--- src/rtl/fci_pkg.sv ---
// ----------------------------------------------------------------------------
// fci_pkg
// Shared types, constants and the modulo-255 fold used by the Fletcher
// checksum insertion pipeline.
// ----------------------------------------------------------------------------
package fci_pkg;

   // Fletcher modulus and twice the modulus
   localparam int unsigned MOD_FL  = 255;
   localparam int unsigned TWO_MOD = 510;

   // Default width of the byte position counter
   localparam int unsigned LENGTH_BITS_DEF = 16;

   // Field widths
   localparam int unsigned BYTE_W   = 8;
   localparam int unsigned OFFSET_W = 16;

   // Packed stream widths
   localparam int unsigned REQ_DATA_W = 24;
   localparam int unsigned RSP_DATA_W = 40;

   // One accepted packet byte with its side fields
   typedef struct packed {
      logic [BYTE_W-1:0]   data_byte;
      logic                last_byte;
      logic [OFFSET_W-1:0] check_offset;
      logic                validate_only;
   } fci_item_type;

   // Packet summary handed from the accumulator to the check byte stage
   typedef struct packed {
      logic [BYTE_W-1:0] sum_first;
      logic [BYTE_W-1:0] sum_second;
      logic [BYTE_W-1:0] span;        // (last position - offset) mod 255
      logic              validate;
      logic              err;
   } fci_fin_type;

   // Reduce a value below 512 to its residue modulo 255
   function automatic logic [BYTE_W-1:0] fold255(input logic [9:0] v);
      logic [9:0] t;
      t = (v >= 10'(MOD_FL)) ? v - 10'(MOD_FL) : v;
      t = (t >= 10'(MOD_FL)) ? t - 10'(MOD_FL) : t;
      return t[BYTE_W-1:0];
   endfunction

endpackage

--- src/rtl/fci_in_reg.sv ---
// ----------------------------------------------------------------------------
// fci_in_reg
// Input register: captures one word from the request channel and holds it
// until the accumulator takes it.
// ----------------------------------------------------------------------------
module fci_in_reg (
   input  logic                  clock,
   input  logic                  reset,
   input  logic                  req_tvalid,
   output logic                  req_tready,
   input  fci_pkg::fci_item_type req_item,
   input  logic                  take,
   output logic                  item_valid,
   output fci_pkg::fci_item_type item
);

   logic                  valid_ff, valid_in;
   fci_pkg::fci_item_type item_ff;

   // Accept whenever the register is empty or is being drained
   assign req_tready = !valid_ff || take;
   assign valid_in   = req_tready ? req_tvalid : valid_ff;

   always_ff @(posedge clock) begin
      if (reset) begin
         valid_ff <= 1'b0;
      end else begin
         valid_ff <= valid_in;
      end
   end

   // Load the payload on every accepted word
   always_ff @(posedge clock) begin
      if (req_tready && req_tvalid) begin
         item_ff <= req_item;
      end
   end

   assign item_valid = valid_ff;
   assign item       = item_ff;

endmodule

--- src/rtl/fci_accum.sv ---
// ----------------------------------------------------------------------------
// fci_accum
// Running Fletcher sums, byte position and offset distance; on the last
// byte of a packet it loads a summary record for the check byte stage.
// ----------------------------------------------------------------------------
module fci_accum #(
   parameter int unsigned LENGTH_BITS = fci_pkg::LENGTH_BITS_DEF
) (
   input  logic                  clock,
   input  logic                  reset,
   input  logic                  item_valid,
   input  fci_pkg::fci_item_type item,
   output logic                  take,
   input  logic                  fin_take,
   output logic                  fin_valid,
   output fci_pkg::fci_fin_type  fin
);

   // Compare width that holds a position and an offset plus one
   localparam int unsigned CW = (LENGTH_BITS > fci_pkg::OFFSET_W) ? LENGTH_BITS
                                                                  : fci_pkg::OFFSET_W + 1;
   localparam int unsigned BW = fci_pkg::BYTE_W;

   logic                        in_packet_ff, in_packet_in;
   logic [BW-1:0]               sum_first_ff, sum_first_in;
   logic [BW-1:0]               sum_second_ff, sum_second_in;
   logic [LENGTH_BITS-1:0]      byte_count_ff, byte_count_in;
   logic [BW-1:0]               dist_ff, dist_in;
   logic [fci_pkg::OFFSET_W-1:0] latched_offset_ff;
   logic                        latched_validate_ff;
   logic                        fin_valid_ff, fin_valid_in;
   fci_pkg::fci_fin_type        fin_ff, fin_in;

   logic                         first;
   logic [fci_pkg::OFFSET_W-1:0] off;
   logic                         val;
   logic [LENGTH_BITS-1:0]       pos;
   logic [BW-1:0]                s1_prev, s2_prev, dist_cur;
   logic [BW-1:0]                off_mod, data_eff;
   logic [CW-1:0]                pos_x, off_x;
   logic                         at_max, err;

   // Take a byte unless it closes a packet while the summary slot is full
   assign take = item_valid && (!item.last_byte || !fin_valid_ff || fin_take);

   // Select the packet context: fresh on a first byte, latched otherwise
   always_comb begin
      first    = !in_packet_ff;
      off      = first ? item.check_offset  : latched_offset_ff;
      val      = first ? item.validate_only : latched_validate_ff;
      pos      = first ? '0 : byte_count_ff;
      s1_prev  = first ? '0 : sum_first_ff;
      s2_prev  = first ? '0 : sum_second_ff;
      off_mod  = fci_pkg::fold255(10'(off[15:8]) + 10'(off[7:0]));
      dist_cur = first ? ((off_mod == '0) ? '0 : BW'(fci_pkg::MOD_FL) - off_mod)
                       : dist_ff;
      pos_x    = CW'(pos);
      off_x    = CW'(off);
      at_max   = &pos;
      err      = !val && (off_x >= pos_x);
   end

   // Advance the sums, the position and the distance
   always_comb begin
      data_eff      = (!val && (pos_x == off_x || pos_x == off_x + CW'(1)))
                      ? '0 : item.data_byte;
      sum_first_in  = fci_pkg::fold255(10'(s1_prev) + 10'(data_eff));
      sum_second_in = fci_pkg::fold255(10'(s2_prev) + 10'(sum_first_in));
      byte_count_in = at_max ? pos : pos + LENGTH_BITS'(1);
      if (at_max) begin
         dist_in = dist_cur;
      end else begin
         dist_in = (dist_cur == BW'(fci_pkg::MOD_FL - 1)) ? '0 : dist_cur + BW'(1);
      end
      in_packet_in     = !item.last_byte;
      fin_in.sum_first  = sum_first_in;
      fin_in.sum_second = sum_second_in;
      fin_in.span       = dist_cur;
      fin_in.validate   = val;
      fin_in.err        = err;
      fin_valid_in      = (fin_valid_ff && !fin_take) || (take && item.last_byte);
   end

   // Control state
   always_ff @(posedge clock) begin
      if (reset) begin
         in_packet_ff <= 1'b0;
         fin_valid_ff <= 1'b0;
      end else begin
         fin_valid_ff <= fin_valid_in;
         if (take) begin
            in_packet_ff <= in_packet_in;
         end
      end
   end

   // Running state and packet context
   always_ff @(posedge clock) begin
      if (reset) begin
         sum_first_ff        <= '0;
         sum_second_ff       <= '0;
         byte_count_ff       <= '0;
         dist_ff             <= '0;
         latched_offset_ff   <= '0;
         latched_validate_ff <= 1'b0;
      end else if (take) begin
         sum_first_ff        <= sum_first_in;
         sum_second_ff       <= sum_second_in;
         byte_count_ff       <= byte_count_in;
         dist_ff             <= dist_in;
         latched_offset_ff   <= off;
         latched_validate_ff <= val;
      end
   end

   // Hold the packet summary until the check stage takes it
   always_ff @(posedge clock) begin
      if (take && item.last_byte) begin
         fin_ff <= fin_in;
      end
   end

   assign fin_valid = fin_valid_ff;
   assign fin       = fin_ff;

endmodule

--- src/rtl/fci_check.sv ---
// ----------------------------------------------------------------------------
// fci_check
// Check byte stage: works out X and Y from the packet summary and holds the
// result word in the output register.
// ----------------------------------------------------------------------------
module fci_check (
   input  logic                              clock,
   input  logic                              reset,
   input  logic                              fin_valid,
   input  fci_pkg::fci_fin_type              fin,
   output logic                              fin_take,
   output logic                              rsp_tvalid,
   input  logic                              rsp_tready,
   output logic [fci_pkg::RSP_DATA_W-1:0]    rsp_tdata
);

   localparam int unsigned BW = fci_pkg::BYTE_W;

   logic                           rsp_valid_ff, rsp_valid_in;
   logic [fci_pkg::RSP_DATA_W-1:0] rsp_data_ff, rsp_data_in;

   logic [15:0]   prod;
   logic [16:0]   xsum;
   logic [BW-1:0] x_mod, x_byte, y_byte, x_out, y_out;
   logic [9:0]    y_raw, y_red;
   logic          sums_zero;

   // Move the summary on when the output register is free or draining
   assign fin_take     = fin_valid && (!rsp_valid_ff || rsp_tready);
   assign rsp_valid_in = fin_take ? 1'b1 : (rsp_tready ? 1'b0 : rsp_valid_ff);

   // X = (k * sum1 - sum2) mod 255 with 0 mapped to 255, Y = -(sum1 + X)
   always_comb begin
      prod   = 16'(fin.span) * 16'(fin.sum_first);
      xsum   = 17'(prod) + 17'(fci_pkg::MOD_FL) - 17'(fin.sum_second);
      x_mod  = fci_pkg::fold255(10'(xsum[7:0]) + 10'(xsum[15:8]) + 10'(xsum[16]));
      x_byte = (x_mod == '0) ? BW'(fci_pkg::MOD_FL) : x_mod;
      y_raw  = 10'(fci_pkg::TWO_MOD) - 10'(fin.sum_first) - 10'(x_byte);
      y_red  = (y_raw > 10'(fci_pkg::MOD_FL)) ? y_raw - 10'(fci_pkg::MOD_FL) : y_raw;
      y_byte = y_red[BW-1:0];
      x_out  = (fin.validate || fin.err) ? '0 : x_byte;
      y_out  = (fin.validate || fin.err) ? '0 : y_byte;
      sums_zero   = (fin.sum_first == '0) && (fin.sum_second == '0);
      rsp_data_in = {6'b0, fin.err, sums_zero, fin.sum_second, fin.sum_first,
                     y_out, x_out};
   end

   always_ff @(posedge clock) begin
      if (reset) begin
         rsp_valid_ff <= 1'b0;
      end else begin
         rsp_valid_ff <= rsp_valid_in;
      end
   end

   // Load the result word
   always_ff @(posedge clock) begin
      if (fin_take) begin
         rsp_data_ff <= rsp_data_in;
      end
   end

   assign rsp_tvalid = rsp_valid_ff;
   assign rsp_tdata  = rsp_data_ff;

endmodule

--- src/rtl/fletcher_checksum_insert.sv ---
// ----------------------------------------------------------------------------
// fletcher_checksum_insert
// Byte-serial ISO 8473 Fletcher checksum: generates the two check bytes to
// insert at a given offset, or validates a packet and reports its sums.
// ----------------------------------------------------------------------------
// Channel  Dir  Ports                      Word
// req      in   req_tvalid/tready/tdata/   one packet byte, tlast on the final
//               tlast/tuser                byte, offset and mode on the first
// rsp      out  rsp_tvalid/tready/tdata    one result per packet
//
// Throughput is one byte per cycle while no final byte is held back: each
// byte costs two modulo-255 adds in the accumulator. A result passes through
// the input register, the accumulator summary register and the output register; the X byte
// multiply sits alone in the output stage. Reset clears all valids and the
// packet state. A stalled rsp holds its word while non-final bytes still flow;
// a final byte waits only when both summary slot and output are full.
// ----------------------------------------------------------------------------
module fletcher_checksum_insert #(
   parameter int unsigned LENGTH_BITS = fci_pkg::LENGTH_BITS_DEF
) (
   input  logic                           clock,
   input  logic                           reset,
   input  logic                           req_tvalid,
   output logic                           req_tready,
   // data_byte[7:0], check_offset[23:8]
   input  logic [fci_pkg::REQ_DATA_W-1:0] req_tdata,
   input  logic                           req_tlast,
   // validate_only[0]
   input  logic                           req_tuser,
   output logic                           rsp_tvalid,
   input  logic                           rsp_tready,
   // check_first[7:0], check_second[15:8], raw_sums[31:16], sums_zero[32],
   // offset_error[33], zero fill[39:34]
   output logic [fci_pkg::RSP_DATA_W-1:0] rsp_tdata
);

   fci_pkg::fci_item_type req_item, item;
   fci_pkg::fci_fin_type  fin;
   logic                  item_valid, take, fin_valid, fin_take;

   // Unpack the request word
   always_comb begin
      req_item.data_byte     = req_tdata[7:0];
      req_item.check_offset  = req_tdata[23:8];
      req_item.last_byte     = req_tlast;
      req_item.validate_only = req_tuser;
   end

   fci_in_reg u_in_reg (
      .clock      (clock),
      .reset      (reset),
      .req_tvalid (req_tvalid),
      .req_tready (req_tready),
      .req_item   (req_item),
      .take       (take),
      .item_valid (item_valid),
      .item       (item)
   );

   fci_accum #(
      .LENGTH_BITS (LENGTH_BITS)
   ) u_accum (
      .clock      (clock),
      .reset      (reset),
      .item_valid (item_valid),
      .item       (item),
      .take       (take),
      .fin_take   (fin_take),
      .fin_valid  (fin_valid),
      .fin        (fin)
   );

   fci_check u_check (
      .clock      (clock),
      .reset      (reset),
      .fin_valid  (fin_valid),
      .fin        (fin),
      .fin_take   (fin_take),
      .rsp_tvalid (rsp_tvalid),
      .rsp_tready (rsp_tready),
      .rsp_tdata  (rsp_tdata)
   );

endmodule

--- config.mk ---
export PLATFORM = sky130hd
export DESIGN_NAME = fletcher_checksum_insert
export DESIGN_NICKNAME = d
export VERILOG_FILES = /design/src/rtl/fci_pkg.sv /design/src/rtl/fci_in_reg.sv /design/src/rtl/fci_accum.sv /design/src/rtl/fci_check.sv /design/src/rtl/fletcher_checksum_insert.sv
export SDC_FILE = /design/constraint.sdc
export NUM_CORES = 1
export LEC_CHECK = 0
export ABC_AREA = 0
export BUFFER_PORTS_ARGS = -buffer_cell sky130_fd_sc_hd__buf_2
export CAP_MARGIN = 25
export CORE_ASPECT_RATIO = 1.5
export CORE_MARGIN = 5
export CORE_UTILIZATION = 60
export CTS_CLUSTER_DIAMETER = 80
export DETAILED_ROUTE_END_ITERATION = 6
export PLACE_DENSITY_LB_ADDON = 0.08
export SYNTH_ARGS = -nofsm -noshare
export SYNTH_HDL_FRONTEND = slang
export SYNTH_SLANG_ARGS = --single-unit
--- constraint.sdc ---
create_clock -name clock -period 15.3 [get_ports clock]
set_input_delay 2.295 -clock clock [delete_from_list [all_inputs] [get_ports clock]]
set_output_delay 2.295 -clock clock [all_outputs]
set_load 0.03 [all_outputs]
==> impl_results.md, run 1 <==
* GP Congestion at 0.950
* Final WL at 33800 microns
* Pre-antenna DRT Iters at 5
* CTS Buf Count at 17
* Gr busiest metal: met2
* Port bufs at 65
* Type of the tightest min-delay check: reg -> reg
* GRT met1 Usage at 27.6%
* Minimum clock period at 12.80 ns
* Placed cells at 1949
* Antenna Nets Post-Route at 0
* Fmax at 78.1 MHz
* Io pins at 72
* Clock Skew at 0.0143 ns
* Crit. End Element: flip-flop
* WL per Instance at 17.1 microns
* Root buffer cell: clkbuf_16
* Worst Tran Pin Value at 0.976 ns
* Synthesized area per cell at 8.68 sq um
* Final Util at 66.0%
* RSZ-0062 raised after global routing: false
* Met3 usage at 2.57%
* Met2 Use GR at 48.9%
* Largest net degree at the start of global routing at 59
* Clk sinks at 147
* Mapped Area at 0.0140 sq mm
* DRC viols at 0
* #FFs+latches synth at 147
* Worst setup SP type: flip-flop
* Arrival @ worst endpoint at 13.16 ns
* Post-CTS setup buffers at 0
* Largest cells by area after synthesis: edfxtp_1, ha_1, dfxtp_1, fa_1, xnor2_1
* Initial antenna violation count at 0
* Fin cells at 1982
* First-pass GRT wire length at 55600 microns
* Crit-path max FO at 43
* Slew margin rel. at 34.5%
* CTS tree: yes
* Yosys top cell by area: edfxtp_1
* EDFF count, synth at 86
* Worst Path Required at 15.65 ns
* Vias after detailed routing at 11900
* Status: complete, no violations
* Critical-path top delay cell: dfxtp_2
* First-iteration detailed-routing DRC count at 669
* Critical path class: reg -> reg
* Vias per inst at 6.00
* Post-DP HPWL at 26600 microns
* Top post-synthesis cells by count: nand2_1, nor2_1, ha_1
* Ys flop type: edfxtp_1
* Total negative slack at 0 ns
* Die area at 0.0266 sq mm
* Vias in the first global route at 11600
* Synth Instances at 1617
* Layout cells sized above 1 at 9.66%
* Die X at 135 microns
* Max-Cap Viols at 0
* Most common cell in the netlist: nand2_1
* Nets at 1871
* Post-synthesis sequential area ratio at 27.1%
* Hold buffer count at cts at 0
* PostCTS Resize Cnt at 0
* # setup viols final at 0
* H-tree depth at 4
* Starting Density at 60.9%
* Share of the synthesized area in the top cell type at 18.4%
* Max-slew violations at 0
* Post-synth ARST share at 0%
* Max clock buf depth at 2
* Total grt overflow at 0
* Period utilization at 83.7%
* Netlist cell types at 97
* FP Rows at 68
* Gr usage total at 25.6%
* Final Hold Vio Count at 0
* # diodes at 0
* Syn. warnings at 0
* Area growth, synth to finish at 8.37%
* CP max stage delay at 0.92 ns
* Die height at 197 microns
* Clock latency on the worst-skew pair at 0.43 ns
* Hold slack at 0.461 ns
* Worst-path clk slew at 0.07 ns
* Core area at 0.0231 sq mm
==> sequential cells by signal, indices dropped and copies added, names as in the netlist <==
| signal | flops |
|---|---|
| u_accum.byte_count_ff | 16 |
| u_accum.dist_ff | 8 |
| u_accum.fin | 26 |
| u_accum.fin_valid | 1 |
| u_accum.in_packet_ff | 1 |
| u_accum.latched_offset_ff | 16 |
| u_accum.latched_validate_ff | 1 |
| u_accum.sum_first_ff | 8 |
| u_accum.sum_second_ff | 8 |
| u_check.rsp_tdata | 34 |
| u_check.rsp_tvalid | 1 |
| u_in_reg.item | 26 |
| u_in_reg.item_valid | 1 |
==> path summary, 6_finish.rpt <==
path,start,endpoint,slack (ns),cells past startpoint
max,u_accum.in_packet_ff,u_accum.sum_second_ff[5],2.50,52
min,u_accum.sum_second_ff[0],u_accum.sum_second_ff[0],0.46,2
max reg2reg,u_accum.in_packet_ff,u_accum.sum_second_ff[5],2.50,52
min reg2reg,u_accum.sum_second_ff[0],u_accum.sum_second_ff[0],0.46,2
==> worst max-delay path: cells and delay by family, from the launching register on <==
family,cells,cell delay (ns)
adder cells (fa/ha/maj),7,1.75
AO/OA/AOI/OAI,19,5.37
buffers and inverters,3,0.19
XOR/XNOR,3,0.92
multiplexers,2,0.62
flip-flops,1,0.92
AND/OR/NAND/NOR,18,2.89
==> area by class of cell <==
| type | instances | area [sq um] |
|---|---|---|
| Multi-Input combinational cell | 1297 | 9550 |
| Tap cell | 315 | 394 |
| Sequential cell | 147 | 3800 |
| Inverter | 119 | 447 |
| Clock inverter | 15 | 185 |
| Fill cell | 1986 | 7840 |
| Timing Repair Buffer | 72 | 410 |
| Clock buffer | 17 | 425 |
==> placed cells by master (no fill, tap or decap), drive strengths merged, types with 19 or more instances in the layout <==
master | netlist | layout
xnor2 | 76 | 76
nand2 | 173 | 173
nand3 | 46 | 46
a21oi | 84 | 84
a31oi | 20 | 20
mux2i | 19 | 19
dfxtp | 61 | 61
nor4 | 21 | 21
inv | 119 | 125
and2 | 66 | 66
a21o | 20 | 20
edfxtp | 86 | 86
a211oi | 21 | 21
nor3 | 53 | 53
fa | 47 | 47
nor2 | 152 | 152
buf | 18 | 72
xor2 | 41 | 41
ha | 140 | 140
o21ai | 50 | 50
==> metrics by stage <==
step	cell area, sq um	setup slack [ns]
after floorplan	14100	3.58
after global placement	14600	3.05
after detailed placement	14600	2.60
after CTS	15200	2.52
after global routing	15200	1.13
final	15200	2.50
==> per-layer routing <==
layer / share of wire, % / vias up
met5: 0 / -
met4: 4.8 / 0
met3: 3.2 / 100
met2: 54 / 287
met1: 38 / 5670
li1: - / 5832
==> kinds of logic (layout without fill, tap and decap cells) <==
family | count (synthesis) | in the layout | synth area share (%)
AND/OR/NAND/NOR | 634 | 634 | 22.4
adder cells (fa/ha/maj) | 187 | 187 | 19.2
buffers and inverters | 178 | 223 | 5.10
flip-flops | 147 | 147 | 27.1
multiplexers | 33 | 33 | 2.48
AO/OA/AOI/OAI | 319 | 319 | 16.1
XOR/XNOR | 118 | 118 | 7.63
other | 1 | 6 | 0.0267
Power of run 1 is not shown: default switching activity piles up to over one toggle a cycle in this logic, so the estimate is an artifact.
==> run 2: changes to the inputs <==
Settings changed: ABC_AREA 0 to 1.
Clock period 15.3 ns to 13 ns, I/O delays scaled along.
==> run 2 against run 1 <==
  * Critical path depth rose by 15
  * Global-route usage fell by 2.1 points
  * Cell count increased by 6.5%
  * Die area down 4.1%
  * First-iteration DRC count shrank 15%
  * Area after synthesis fell by 4.4%
  * Wire length decreased by 12%
  * Cell area down 4.1%
  * Via count decreased by 6.2%
  * Maximum frequency is 12% higher
  * Synthesized cell count rose by 9.7%
  * Flip-flop and latch count unchanged
  * Critical path type unchanged
==> impl_results.md, run 2 <==
* Status: complete, no violations
* Post-route worst setup slack at 1.53 ns
* Max clock buf depth at 2
* Area growth, synth to finish at 8.65%
* FP Rows at 67
* Mapped Area at 0.0134 sq mm
* Layout cells sized above 1 at 10.7%
* Pre-antenna DRT Iters at 5
* Post-CTS setup buffers at 0
* Largest cells by area after synthesis: edfxtp_1, ha_1, nand2_1, dfxtp_1, inv_1
* # setup viols final at 0
* Die area at 0.0255 sq mm
* Synth Area in Adders at 20.1%
* Worst-path clk slew at 0.06 ns
* Fmax at 87.2 MHz
* Final WL at 29700 microns
* Gr usage total at 23.5%
* CTS tree: yes
* Post-DP HPWL at 24300 microns
* GRT met1 Usage at 24.5%
* Share of the synthesized area in the top cell type at 19.2%
* Die X at 132 microns
* WL per Instance at 14.1 microns
* Fill cells at 1981
* Hold path startpoint: u_accum.latched_offset_ff[10]
* Max-Cap Viols at 0
* Worst Path Required at 13.17 ns
* EDFF count, synth at 86
* Period utilization at 88.2%
* Worst setup SP type: flip-flop
* Top post-synthesis cells by count: nand2_1, inv_1, ha_1
* Arrival @ worst endpoint at 11.64 ns
* Post-Synth Simple-Gate Area at 24.5%
* Antenna Nets Post-Route at 0
* Crit. End Element: flip-flop
* CP max stage delay at 0.55 ns
* Sequential cell area at 0.00380 sq mm
* Most used cell, CP: nand2_1
* CTS Buf Count at 17
* Clk sinks at 147
* Port bufs at 65
* Synth Instances at 1774
* Vias after detailed routing at 11200
* R2r startpoint: u_accum.fin[20]
* Max reg flops at 34
* Clock latency on the worst-skew pair at 0.43 ns
* Post-Place Worst Slack at 1.57 ns
* Largest net degree at the start of global routing at 54
* Ys flop type: edfxtp_1
* Total negative slack at 0 ns
* Crit-path max FO at 12
* Commonest cells after routing, fill and taps aside: nand2_1, inv_1, ha_1, nor2_1, a21oi_1
* Yosys top cell by area: edfxtp_1
* First-pass GRT wire length at 50100 microns
* Worst Tran Pin Value at 1.02 ns
* Hold depth at 2
* Met2 Use GR at 46.2%
* Synthesized area per cell at 7.57 sq um
* Worst Setup SP: u_accum.fin[20]
* Max-slew violations at 0
* # diodes at 0
* Minimum clock period at 11.47 ns
* Io pins at 72
* Die height at 193 microns
* Critical-path top delay cell: fa_1
* Footprint of the multi-input gates at 0.00820 sq mm
* Vias per inst at 5.29
* #FFs+latches synth at 147
* Critical path class: reg -> reg
* Starting Density at 60.4%
* PostCTS Resize Cnt at 0
* Most common cell after layout, fill and taps aside: nand2_1
* Synth Area in XOR/XNOR at 6.73%
* Root buffer cell: clkbuf_16
* Final Hold Vio Count at 0
* Type of the tightest min-delay check: reg -> reg
* Syn. warnings at 0
* Core area at 0.0222 sq mm
* Most common cell in the netlist: nand2_1
* Final Util at 65.7%
* Total grt overflow at 0
* GP Congestion at 0.901
* Worst R2R Path Depth at 67
* H-tree depth at 4
* RSZ-0062 raised after global routing: false
* DRC viols at 0
* Vias in the first global route at 11200
* Post-synthesis mux area share at 0%
* Post-synthesis sequential area ratio at 28.3%
* Nets at 2038
* Clock Skew at 0.0129 ns
* Initial antenna violation count at 0
* Post-synth ARST share at 0%
* Slew margin rel. at 31.6%
* Hold buffer count at cts at 0
* Netlist cell types at 59
* Largest family of logic cells by synthesized area: simple AND/OR/NAND/NOR gates
* Met3 usage at 2.70%
* Compound-gate portion of the synthesized area at 9.47%
* Gr busiest metal: met2
* First-iteration detailed-routing DRC count at 571
[run 2: worst max-delay path, delay by kind of cell, from the launching register on]
family	cells	cell delay, ns
adders and majority gates	11	3.93
and+or+nand+nor	35	3.82
xor gates and xnor gates	3	0.63
buffers and inverters	5	0.36
DFF	1	0.51
AOI/OAI and AO/OA	13	1.96
[run 2: kinds of logic (layout without fill, tap and decap cells)]
logic type	after synthesis	count (layout)
xor gates and xnor gates	98	98
DFF	147	147
adders and majority gates	187	187
buffers and inverters	377	432
and+or+nand+nor	737	737
other	1	6
AOI/OAI and AO/OA	227	227
[run 2: metal layers]
layer	part of all wire [%]	vias to the layer above
li1	-	5737
met1	39	5185
met2	55	167
met3	2.3	63
met4	3.8	0
met5	0	-
[run 2: cell type report]
class / count / area share [%]
Multi-Input combinational cell: 1255 / 56.2
Sequential cell: 147 / 26.1
Inverter: 329 / 8.50
Clock buffer: 18 / 2.94
Timing Repair Buffer: 71 / 2.68
Tap cell: 276 / 2.37
Clock inverter: 14 / 1.19
[run 2: path summary, 6_finish.rpt]
kind,end,slack [ns]
max reg2reg,u_check.rsp_tdata[15],1.53
min reg2reg,u_accum.latched_offset_ff[10],0.45
max,u_check.rsp_tdata[15],1.53
min,u_accum.latched_offset_ff[10],0.45
[run 2: per-stage QoR]
step                      area [sq um]  hold WS, ns  cells
after floorplan                  13400        0.418   1779
after global placement           14000        0.434   2077
after detailed placement         14000        0.439   2078
after CTS                        14600        0.449   2110
after global routing             14600        0.466   2110
final                            14600        0.454   2110
Power of run 2 is left out for the same reason.
